==> config.mk <==
export PLATFORM = sky130hd
export DESIGN_NAME = ws2812_gamma_serializer
export DESIGN_NICKNAME = d
export VERILOG_FILES = /design/src/design/ws2812_pkg.sv /design/src/design/ws2812_gamma_serializer.sv
export SDC_FILE = /design/constraint.sdc
export NUM_CORES = 1
export LEC_CHECK = 0
export BUFFER_PORTS_ARGS = -buffer_cell sky130_fd_sc_hd__buf_2
export CORE_MARGIN = 10
export CORE_UTILIZATION = 42
export CTS_CLUSTER_DIAMETER = 40
export CTS_CLUSTER_SIZE = 10
export DETAILED_ROUTE_END_ITERATION = 12
export HOLD_SLACK_MARGIN = 0.08
export PLACE_DENSITY = 0.65
export SYNTH_ARGS = -nofsm -noshare
export SYNTH_HDL_FRONTEND = slang
export SYNTH_SLANG_ARGS = --single-unit
==> constraint.sdc <==
create_clock -name clk -period 13.6 [get_ports clk]
set_clock_uncertainty 0.1 [all_clocks]
set_input_delay 1.36 -clock clk [delete_from_list [all_inputs] [get_ports clk]]
set_output_delay 1.36 -clock clk [all_outputs]
set_load 0.005 [all_outputs]
==> src/design/ws2812_pkg.sv <==
`default_nettype none
// ----------------------------------------------------------------------------
// ws2812_pkg
// Shared item types, command codes, register indexes and the gamma table.
// ----------------------------------------------------------------------------
package ws2812_pkg;

	localparam logic CMD_TICK = 1'b0;
	localparam logic CMD_BYTE = 1'b1;

	localparam logic [1:0] REG_ONE_HIGH  = 2'd0;
	localparam logic [1:0] REG_ZERO_HIGH = 2'd1;
	localparam logic [1:0] REG_PERIOD    = 2'd2;
	localparam logic [1:0] REG_GAMMA_EN  = 2'd3;

	localparam int CFG_BITS = 16;

	typedef struct packed {
		logic       cmd;
		logic [7:0] pixel_byte;
		logic       last_byte;
	} in_item_t;

	typedef struct packed {
		logic data_line;
		logic accept_ready;
		logic frame_done;
		logic underrun;
		logic busy_res;
	} out_item_t;

	localparam logic [7:0] GAMMA_ROM [256] = '{
		8'd0, 8'd0, 8'd0, 8'd0, 8'd0, 8'd0, 8'd0, 8'd0,
		8'd0, 8'd0, 8'd0, 8'd0, 8'd0, 8'd0, 8'd0, 8'd0,
		8'd0, 8'd0, 8'd0, 8'd0, 8'd0, 8'd0, 8'd0, 8'd0,
		8'd0, 8'd0, 8'd0, 8'd0, 8'd1, 8'd1, 8'd1, 8'd1,
		8'd1, 8'd1, 8'd1, 8'd1, 8'd1, 8'd1, 8'd1, 8'd1,
		8'd1, 8'd2, 8'd2, 8'd2, 8'd2, 8'd2, 8'd2, 8'd2,
		8'd2, 8'd3, 8'd3, 8'd3, 8'd3, 8'd3, 8'd3, 8'd3,
		8'd4, 8'd4, 8'd4, 8'd4, 8'd4, 8'd5, 8'd5, 8'd5,
		8'd5, 8'd6, 8'd6, 8'd6, 8'd6, 8'd7, 8'd7, 8'd7,
		8'd7, 8'd8, 8'd8, 8'd8, 8'd9, 8'd9, 8'd9, 8'd10,
		8'd10, 8'd10, 8'd11, 8'd11, 8'd11, 8'd12, 8'd12, 8'd13,
		8'd13, 8'd13, 8'd14, 8'd14, 8'd15, 8'd15, 8'd16, 8'd16,
		8'd17, 8'd17, 8'd18, 8'd18, 8'd19, 8'd19, 8'd20, 8'd20,
		8'd21, 8'd21, 8'd22, 8'd22, 8'd23, 8'd24, 8'd24, 8'd25,
		8'd25, 8'd26, 8'd27, 8'd27, 8'd28, 8'd29, 8'd29, 8'd30,
		8'd31, 8'd32, 8'd32, 8'd33, 8'd34, 8'd35, 8'd35, 8'd36,
		8'd37, 8'd38, 8'd39, 8'd39, 8'd40, 8'd41, 8'd42, 8'd43,
		8'd44, 8'd45, 8'd46, 8'd47, 8'd48, 8'd49, 8'd50, 8'd50,
		8'd51, 8'd52, 8'd54, 8'd55, 8'd56, 8'd57, 8'd58, 8'd59,
		8'd60, 8'd61, 8'd62, 8'd63, 8'd64, 8'd66, 8'd67, 8'd68,
		8'd69, 8'd70, 8'd72, 8'd73, 8'd74, 8'd75, 8'd77, 8'd78,
		8'd79, 8'd81, 8'd82, 8'd83, 8'd85, 8'd86, 8'd87, 8'd89,
		8'd90, 8'd92, 8'd93, 8'd95, 8'd96, 8'd98, 8'd99, 8'd101,
		8'd102, 8'd104, 8'd105, 8'd107, 8'd109, 8'd110, 8'd112, 8'd114,
		8'd115, 8'd117, 8'd119, 8'd120, 8'd122, 8'd124, 8'd126, 8'd127,
		8'd129, 8'd131, 8'd133, 8'd135, 8'd137, 8'd138, 8'd140, 8'd142,
		8'd144, 8'd146, 8'd148, 8'd150, 8'd152, 8'd154, 8'd156, 8'd158,
		8'd160, 8'd162, 8'd164, 8'd167, 8'd169, 8'd171, 8'd173, 8'd175,
		8'd177, 8'd180, 8'd182, 8'd184, 8'd186, 8'd189, 8'd191, 8'd193,
		8'd196, 8'd198, 8'd200, 8'd203, 8'd205, 8'd208, 8'd210, 8'd213,
		8'd215, 8'd218, 8'd220, 8'd223, 8'd225, 8'd228, 8'd231, 8'd233,
		8'd236, 8'd239, 8'd241, 8'd244, 8'd247, 8'd249, 8'd252, 8'd255
	};

endpackage
`default_nettype wire

==> src/design/ws2812_gamma_serializer.sv <==
`default_nettype none
// ----------------------------------------------------------------------------
// ws2812_gamma_serializer
// One-wire LED data line serializer with optional gamma mapping.
// ----------------------------------------------------------------------------
// Takes one item per clock cycle while in_stall is low: a tick advances line
// timing by one step, a byte item fills the one-entry holding buffer if it is
// empty. Each item passes an input register and then a result register; a
// stalled result does not hold up input until both registers are full. Bytes
// go out MSB first, optionally through the gamma table at the moment they
// enter the shifter.
module ws2812_gamma_serializer
	import ws2812_pkg::*;
#(
	parameter int TIMER_BITS = 16
) (
	input  wire logic                clk,
	input  wire logic                arst_n,
	input  wire logic                in_valid,
	output logic                     in_stall,
	input  wire in_item_t            in_data,
	output logic                     out_valid,
	input  wire logic                out_stall,
	output out_item_t                out_data,
	input  wire logic                cfg_we,
	input  wire logic [1:0]          cfg_index,
	input  wire logic [CFG_BITS-1:0] cfg_data
);

	localparam logic [32:0] TIMER_MAX = (33'd1 << TIMER_BITS) - 33'd1;

	logic [CFG_BITS-1:0] one_high_q, zero_high_q, period_q;
	logic                gamma_en_q;

	logic                  s1_valid;
	in_item_t              item_s1;
	logic                  out_valid_q;
	out_item_t             out_data_q;
	logic                  out_free, s1_go;

	logic [7:0]            shift_q, shift_d;
	logic [3:0]            bits_q, bits_d;
	logic [TIMER_BITS-1:0] timer_q, timer_d;
	logic [7:0]            held_q, held_d;
	logic                  held_valid_q, held_valid_d;
	logic                  held_last_q, held_last_d;
	logic                  sending_last_q, sending_last_d;
	logic                  active_q, active_d;
	logic                  trailing_q, trailing_d;

	logic [TIMER_BITS-1:0] period, one_high, zero_high, high_sel, t_inc;
	logic [TIMER_BITS:0]   t_wide;
	logic                  load, done, under, level;

	function automatic logic [TIMER_BITS-1:0] sat(input logic [CFG_BITS-1:0] v);
		logic [32:0] w;
		w = {{(33-CFG_BITS){1'b0}}, v};
		if (w > TIMER_MAX)
			sat = TIMER_MAX[TIMER_BITS-1:0];
		else
			sat = w[TIMER_BITS-1:0];
	endfunction

	assign period    = sat(period_q);
	assign one_high  = sat(one_high_q);
	assign zero_high = sat(zero_high_q);
	assign t_wide    = {1'b0, timer_q} + {{TIMER_BITS{1'b0}}, 1'b1};
	assign t_inc     = t_wide[TIMER_BITS] ? TIMER_MAX[TIMER_BITS-1:0] : t_wide[TIMER_BITS-1:0];

	assign out_free  = !out_valid_q || !out_stall;
	assign s1_go     = s1_valid && out_free;
	assign in_stall  = s1_valid && !out_free;
	assign out_valid = out_valid_q;
	assign out_data  = out_data_q;

	always_ff @(posedge clk or negedge arst_n) begin
		if (!arst_n) begin
			one_high_q <= 16'd96;
			zero_high_q <= 16'd40;
			period_q <= 16'd200;
			gamma_en_q <= 1'b0;
		end else if (cfg_we) begin
			case (cfg_index)
				REG_ONE_HIGH:  one_high_q <= cfg_data;
				REG_ZERO_HIGH: zero_high_q <= cfg_data;
				REG_PERIOD:    period_q <= cfg_data;
				REG_GAMMA_EN:  gamma_en_q <= cfg_data[0];
				default: ;
			endcase
		end
	end

	always_comb begin
		shift_d        = shift_q;
		bits_d         = bits_q;
		timer_d        = timer_q;
		held_d         = held_q;
		held_valid_d   = held_valid_q;
		held_last_d    = held_last_q;
		sending_last_d = sending_last_q;
		active_d       = active_q;
		trailing_d     = trailing_q;
		load           = 1'b0;
		done           = 1'b0;
		under          = 1'b0;

		if (item_s1.cmd == CMD_BYTE) begin
			if (!held_valid_q) begin
				held_d       = item_s1.pixel_byte;
				held_last_d  = item_s1.last_byte;
				held_valid_d = 1'b1;
			end
		end else if (!active_q) begin
			if (held_valid_q) begin
				load       = 1'b1;
				active_d   = 1'b1;
				trailing_d = 1'b0;
			end
		end else if (trailing_q) begin
			if (t_inc >= period) begin
				done           = 1'b1;
				active_d       = 1'b0;
				trailing_d     = 1'b0;
				sending_last_d = 1'b0;
				timer_d        = '0;
			end else begin
				timer_d = t_inc;
			end
		end else if (bits_q == 4'd0) begin
			if (held_valid_q)
				load = 1'b1;
			else
				under = 1'b1;
		end else begin
			if (t_inc >= period) begin
				shift_d = {shift_q[6:0], 1'b0};
				bits_d  = bits_q - 4'd1;
				timer_d = '0;
				if (bits_q == 4'd1) begin
					if (sending_last_q)
						trailing_d = 1'b1;
					else if (held_valid_q)
						load = 1'b1;
					else
						under = 1'b1;
				end
			end else begin
				timer_d = t_inc;
			end
		end

		if (load) begin
			shift_d        = gamma_en_q ? GAMMA_ROM[held_q] : held_q;
			bits_d         = 4'd8;
			sending_last_d = held_last_q;
			held_valid_d   = 1'b0;
			timer_d        = '0;
		end

		high_sel = shift_d[7] ? one_high : zero_high;
		level    = active_d && !trailing_d && (bits_d != 4'd0) && (timer_d < high_sel);
	end

	always_ff @(posedge clk or negedge arst_n) begin
		if (!arst_n) begin
			s1_valid       <= 1'b0;
			out_valid_q    <= 1'b0;
			shift_q        <= '0;
			bits_q         <= '0;
			timer_q        <= '0;
			held_q         <= '0;
			held_valid_q   <= 1'b0;
			held_last_q    <= 1'b0;
			sending_last_q <= 1'b0;
			active_q       <= 1'b0;
			trailing_q     <= 1'b0;
		end else begin
			if (!in_stall)
				s1_valid <= in_valid;
			if (out_free)
				out_valid_q <= s1_valid;
			if (s1_go) begin
				shift_q        <= shift_d;
				bits_q         <= bits_d;
				timer_q        <= timer_d;
				held_q         <= held_d;
				held_valid_q   <= held_valid_d;
				held_last_q    <= held_last_d;
				sending_last_q <= sending_last_d;
				active_q       <= active_d;
				trailing_q     <= trailing_d;
			end
		end
	end

	always_ff @(posedge clk) begin
		if (in_valid && !in_stall)
			item_s1 <= in_data;
		if (s1_go) begin
			out_data_q.data_line    <= level;
			out_data_q.accept_ready <= !held_valid_d;
			out_data_q.frame_done   <= done;
			out_data_q.underrun     <= under;
			out_data_q.busy_res     <= active_d;
		end
	end

endmodule
`default_nettype wire
=== After elaboration in Yosys (flattened, before gate mapping) ===
Memory sizes are Yosys's and may differ from the RTL's.
Cells that the tools add are included.

* Register bits after elaboration: 107
* Bits in read-only memories: 2048
* Input bits: 33
* Output and inout bits: 7
* Word-level logic and storage cells: 125
* Memories: 1

* Add/subtract/negate cells: 2
* Order comparisons: 3
* Eq/ne operators: 7
* Mux-type cells: 56
* Bitwise logic cells: 4
* Reductions and logical operators: 28

{| class="wikitable"
|+ Memories
! memory !! words !! width !! rd ports !! clocked after Yosys merged registers in !! wr ports !! RTL line !! source
|-
| (no name shown) || 256 || 8 || 1 || 0 || 0 || ws2812_gamma_serializer.sv:153 || <nowiki>shift_d = gamma_en_q ? GAMMA_ROM[held_q] : held_q;</nowiki>
|}

{| class="wikitable"
|+ Operators by type and width
! operator !! count
|-
| $mux 16 || 8
|-
| $mux 8 || 9
|-
| $mux 1 || 33
|-
| $mux 4 || 6
|-
| $add 16x1->17 const B || 1
|-
| $ge 16x16->1 || 1
|-
| $lt 16x16->1 || 1
|-
| $ge 9x9->1 const B || 1
|-
| $not 8->9 || 1
|-
| $reduce_and 2->1 || 4
|-
| $logic_and 1x1->1 || 6
|-
| $logic_not 1->1 || 6
|-
| $reduce_and 6->1 || 1
|-
| $reduce_bool 2->1 || 3
|-
| $reduce_or 3->1 || 2
|-
| $reduce_and 5->1 || 1
|-
| $eq 2x2->1 const B || 2
|-
| $eq 4x1->1 const B || 1
|-
| $logic_not 4->1 || 1
|-
| $ne 2x1->1 const B || 2
|-
| $reduce_bool 4->1 || 1
|-
| $sub 4x1->4 const B || 1
|-
| $not 1->1 || 3
|-
| $reduce_and 3->1 || 1
|-
| other kinds (4) || 4
|}

=== Logic depth before layout (Yosys ltp) ===
* Depth in word-level cells: 12
* Gate-level depth with buffers: 26
* Gate-level depth less buffers: 22

=== Least setup slack after synthesis ===
OpenSTA, ideal clock, no wires.

* Path kind: register -> register
* Start: reg timer_q[0]
* End: reg out_data_q (netlist bit out_data[4]), data pin
* Arrival time: 5408 ps
* Required time: 13368 ps
* Path slack: 7959 ps
* Stages on the path, launching flop included: 26
* Period minus slack after synthesis: 5641 ps
* Cells stage by stage: dfrtp_1 ha_1 and2_1 clkbuf_1 and4_1 nand3b_1 clkbuf_1 buf_1 and2_1 ha_1 nand2b_1 a2111o_1 o2111ai_2 nand3_2 a22o_1 buf_6 mux2i_4 mux2i_1 ha_1 a21o_1 a21o_1 a21oi_1 nand2_1 a2111o_1 o221ai_1 o2111a_1

* Cells in the longest elaborated chain, start to end: 12
* Elaborated cells on any way between the ends: 42
* Those cells by class: add/sub: 1; order compare: 2; mux: 34; reduce/logical: 5

{| class="wikitable"
|+ RTL lines
! what !! RTL line !! source
|-
| from (decl) || ws2812_gamma_serializer.sv:43 || <nowiki>logic [TIMER_BITS-1:0] timer_q, timer_d;</nowiki>
|-
| from (signal assigned) || ws2812_gamma_serializer.sv:185 || <nowiki>timer_q <= timer_d;</nowiki>
|-
| $add 16x1->17 || ws2812_gamma_serializer.sv:67 || <nowiki>assign t_wide = {1'b0, timer_q} + {{TIMER_BITS{1'b0}}, 1'b1};</nowiki>
|-
| $mux 16 || ws2812_gamma_serializer.sv:68 || <nowiki>assign t_inc = t_wide[TIMER_BITS] ? TIMER_MAX[TIMER_BITS-1:0] : t_wide[TIMER_BITS-1:0];</nowiki>
|-
| $ge 16x16->1 || ws2812_gamma_serializer.sv:120, ws2812_gamma_serializer.sv:135 ||
|-
| $mux 8 (tied with other cells) || ws2812_gamma_serializer.sv:135 || <nowiki>if (t_inc >= period) begin</nowiki>
|-
| $mux 8 (tied with other cells) || ws2812_gamma_serializer.sv:129 || <nowiki>end else if (bits_q == 4'd0) begin</nowiki>
|-
| $mux 8 (tied with other cells) || ws2812_gamma_serializer.sv:119 || <nowiki>end else if (trailing_q) begin</nowiki>
|-
| $mux 8 (tied with other cells) || ws2812_gamma_serializer.sv:113 || <nowiki>end else if (!active_q) begin</nowiki>
|-
| $mux 8 (tied with other cells) || ws2812_gamma_serializer.sv:107 || <nowiki>if (item_s1.cmd == CMD_BYTE) begin</nowiki>
|-
| $mux 8 (tied with other cells) || ws2812_gamma_serializer.sv:152 || <nowiki>if (load) begin</nowiki>
|-
| $mux 16 (tied with other cells) || ws2812_gamma_serializer.sv:160 || <nowiki>high_sel = shift_d[7] ? one_high : zero_high;</nowiki>
|-
| $lt 16x16->1 / $logic_and 1x1->1 (equally long branches) || ws2812_gamma_serializer.sv:161 || <nowiki>level = active_d && !trailing_d && (bits_d != 4'd0) && (timer_d < high_sel);</nowiki>
|-
| $logic_and 1x1->1 (*) || ws2812_gamma_serializer.sv:161 ||
|-
| net level || ws2812_gamma_serializer.sv:53 || <nowiki>logic load, done, under, level;</nowiki>
|-
| to (decl) || ws2812_gamma_serializer.sv:38 || <nowiki>out_item_t out_data_q;</nowiki>
|}

The timed path passes the listed nets; every way through them passes the cells marked *. The select of a mux whose other input is x is not followed.
A chain may end at the register's enable or synchronous reset.

=== Worst setup path in the final report ===
Same ends and word-level chain as after synthesis.

==> impl_metrics.env <==
export IMPL_power_leakage_nw=3.43
export IMPL_r2r_setup_slack_ns=6.52
export IMPL_clockPowerShare_pct=18.0
export IMPL_crit_path_start="timer_q[0]"
export IMPL_ys_warn_count=0
export IMPL_p_per_area_nw_per_um2=182
export IMPL_cts_clk_slew_worst_paths_ns=0.08
export IMPL_relSlewSlack_pct=35.8
export IMPL_cts_tree="yes"
export IMPL_worst_skew_pair_late_latency_ns=0.36
export IMPL_peakVddDrop_mv=0.0817
export IMPL_synth_area_per_cell_um2=9.59
export IMPL_synth_commonest_cells="dfrtp_1 (85), mux2_2 (65), nor2_1 (57), nand2_1 (54), ha_1 (51)"
export IMPL_io_pins=40
export IMPL_crit_fanout=23
export IMPL_netlist_area_um2=7260
export IMPL_drtPass1Iterations=5
export IMPL_nFillCells=1679
export IMPL_finalInstanceArea_um2=7890
export IMPL_postSynthNetCount=841
export IMPL_num_rows=48
export IMPL_synth_seq_cells=107
export IMPL_gr_usage_met1_pct=20.8
export IMPL_start_kind="flip-flop"
export IMPL_cts_buffers=9
export IMPL_cp_required_ns=13.73
export IMPL_top_usage_layer="met2"
export IMPL_postCtsHoldBufs=0
export IMPL_p_comb_share_pct=49.6
export IMPL_place_area_um2=7600
export IMPL_ant_nets=0
export IMPL_ys_flop_type="dfrtp_1"
export IMPL_worst_slew_pin_slew_ns=0.959
export IMPL_status="finished, final reports clean"
export IMPL_hold_viol_final=0
export IMPL_min_from="item_s1[3]"
export IMPL_period_minus_slack_ns=7.08
export IMPL_rsz0062_at_grt="no"
export IMPL_p_int_w=0.000817
export IMPL_wl_per_cell_um=17.4
export IMPL_maxCapViolCount=0
export IMPL_maxSlewViolCount=0
export IMPL_antenna_found_initial=0
export IMPL_clock_sinks=107
export IMPL_portBuffers=39
export IMPL_die_x_um=151
export IMPL_first_global_vias=5558
export IMPL_cts_root_buf="clkbuf_16"
export IMPL_diodes=0
export IMPL_syn2layout_area_growth_pct=8.68
export IMPL_synth_top_cell_area_share_pct=29.3
export IMPL_clockBufferDepth=2
export IMPL_setup_tns_ns=0
export IMPL_critPathCaptureType="flip-flop"
export IMPL_cp_arrival_ns=7.21
export IMPL_yosysTopAreaCell="dfrtp_1"
export IMPL_totalWireLength_mm=17.3
export IMPL_synth_area_leaders="dfrtp_1 (29%), mux2_2 (10%), ha_1 (8.8%)"
export IMPL_grt_ovfl_total=0
export IMPL_initial_core_util_pct=42.4
export IMPL_grt_max_degree=49
export IMPL_met2_usage_pct=25.3
export IMPL_synthMostInstantiatedCell="dfrtp_1"
export IMPL_ys_seq_area_share_pct=38.0
export IMPL_globalplace_congestion=0.880
export IMPL_setup_viol=0
export IMPL_drive_gt1_share_pct=19.4
export IMPL_p_sw_w=0.000624
export IMPL_grtUsageTotal_pct=15.5
export IMPL_drc_errors=0
export IMPL_synth_cell_type_count=74
export IMPL_dieArea_um2=22900
export IMPL_postLayoutSetupSlackWorst_ns=6.52
export IMPL_netSwitchingFraction_pct=43.3
export IMPL_synth_edff_count=15
export IMPL_postCtsResizedCells=0
export IMPL_rr_startpoint="timer_q[0]"
export IMPL_hp_class="flip-flop to flip-flop"
export IMPL_grt_pass1_wl_mm=28.7
export IMPL_dp_hpwl_mm=12.3
export IMPL_die_h_um=151
export IMPL_use_met3_pct=2.23
export IMPL_p_seq_share_pct=32.4
export IMPL_via_per_inst=5.84
export IMPL_cts_setup_buffers=0
export IMPL_nets=851
export IMPL_htree_num_levels=3
export IMPL_drt_iter0_markers=414
export IMPL_num_vias=5819
export IMPL_syn_inst=757
export IMPL_min_period_over_period_pct=52.1
export IMPL_core_region_area_um2=17100
export IMPL_async_flop_share_pct=86.0
export IMPL_fmax_mhz=141
export IMPL_pre_cts_slack_ns=6.61
export IMPL_criticalPathCategory="flip-flop to flip-flop"
worst max-delay path: stages, from the launching register on:
cell	delay, ns
dfrtp_1	0.46
ha_1	0.23
and2_1	0.26
and4_1	0.30
nand3b_1	0.55
a41oi_1	0.55
ha_1	0.32
a21oi_1	0.15
o21ai_0	0.09
a22oi_1	0.40
nand3_2	0.43
a22o_1	0.38
mux2i_4	0.70
mux2i_1	0.27
ha_1	0.26
a21o_1	0.16
a21o_1	0.18
a21oi_1	0.23
nand2_1	0.13
a2111o_1	0.40
o221ai_1	0.19
o2111a_1	0.21
registers in the layout, summed over array words and instances, names as in the netlist, 5 cells and up:
signal and flops:
one_high 16, period 16, timer_q 16, zero_high 16, item_s1 10, held_q 8, shift_q 8, out_data 5
routing by layer:
metal	share of wire, %	up-vias
li1	-	2832
met1	47	2839
met2	48	127
met3	3.2	21
met4	1.6	0
met5	0	-
worst paths after layout:
check / cells after the start / to
worst min-delay path: 1 / held_q[2]
worst min register to register: 1 / held_q[2]
worst max-delay path: 21 / out_data[4]
worst max register to register: 21 / out_data[4]
min in group asynchronous: 1 / zero_high[10]
max in group asynchronous: 2 / held_last_q
metrics by stage:
| stage | util [%] | hold slack (ns) | instances | total power [W] |
|---|---|---|---|---|
| floorplan | - | 0.345 | 757 | 0.00101 |
| detailed placement | 44.4 | 0.364 | 981 | 0.00117 |
| finish | 46.1 | 0.377 | 997 | 0.00144 |
| global route | 46.1 | 0.398 | 997 | 0.00155 |
| CTS | 46.1 | 0.383 | 997 | 0.00144 |
| global placement | 44.4 | 0.359 | 981 | 0.00117 |
cell usage in the layout (no fill, tap or decap), types with 10 or more instances in the layout:
cell,instances
edfxtp_1,15
nor2_1,57
inv_1,34
a31oi_1,16
a21oi_1,47
mux2i_1,22
nor3_1,11
o21ai_0,47
dfrtp_1,85
buf_4,10
buf_2,38
mux2_2,65
ha_1,51
nor2b_1,10
nand3_1,21
nand2_1,54
area by class of cell:
cell class	count	area, um2	area share, %
clock inverter	7	68.8	0.872
inverter	36	135	1.71
tap	225	282	3.57
sequential	107	2760	35.0
clock buffer	9	225	2.85
multi-input combinational	565	4160	52.6
timing repair buffer	48	265	3.36
cells by family after synthesis:
family | Yosys count | share of synthesized area [%]
compound gates | 214 | 20.0
buf+inv | 85 | 4.88
xor+xnor | 10 | 1.21
flops | 107 | 38.0
fa+ha+maj | 51 | 8.79
mux | 89 | 13.7
simple gates | 201 | 13.3
power groups by stage:
stage | Sequential [W] | Clock (W) | Combinational (W)
2_1_floorplan | 0.000441 | 0 | 0.000568
3_3_place_gp | 0.000472 | 0 | 0.000701
3_5_place_dp | 0.000473 | 0 | 0.000702
4_1_cts | 0.000467 | 0.000263 | 0.000709
5_1_grt | 0.000478 | 0.000276 | 0.000799
6_report | 0.000467 | 0.000259 | 0.000714
(Power assumes the default switching activity.)
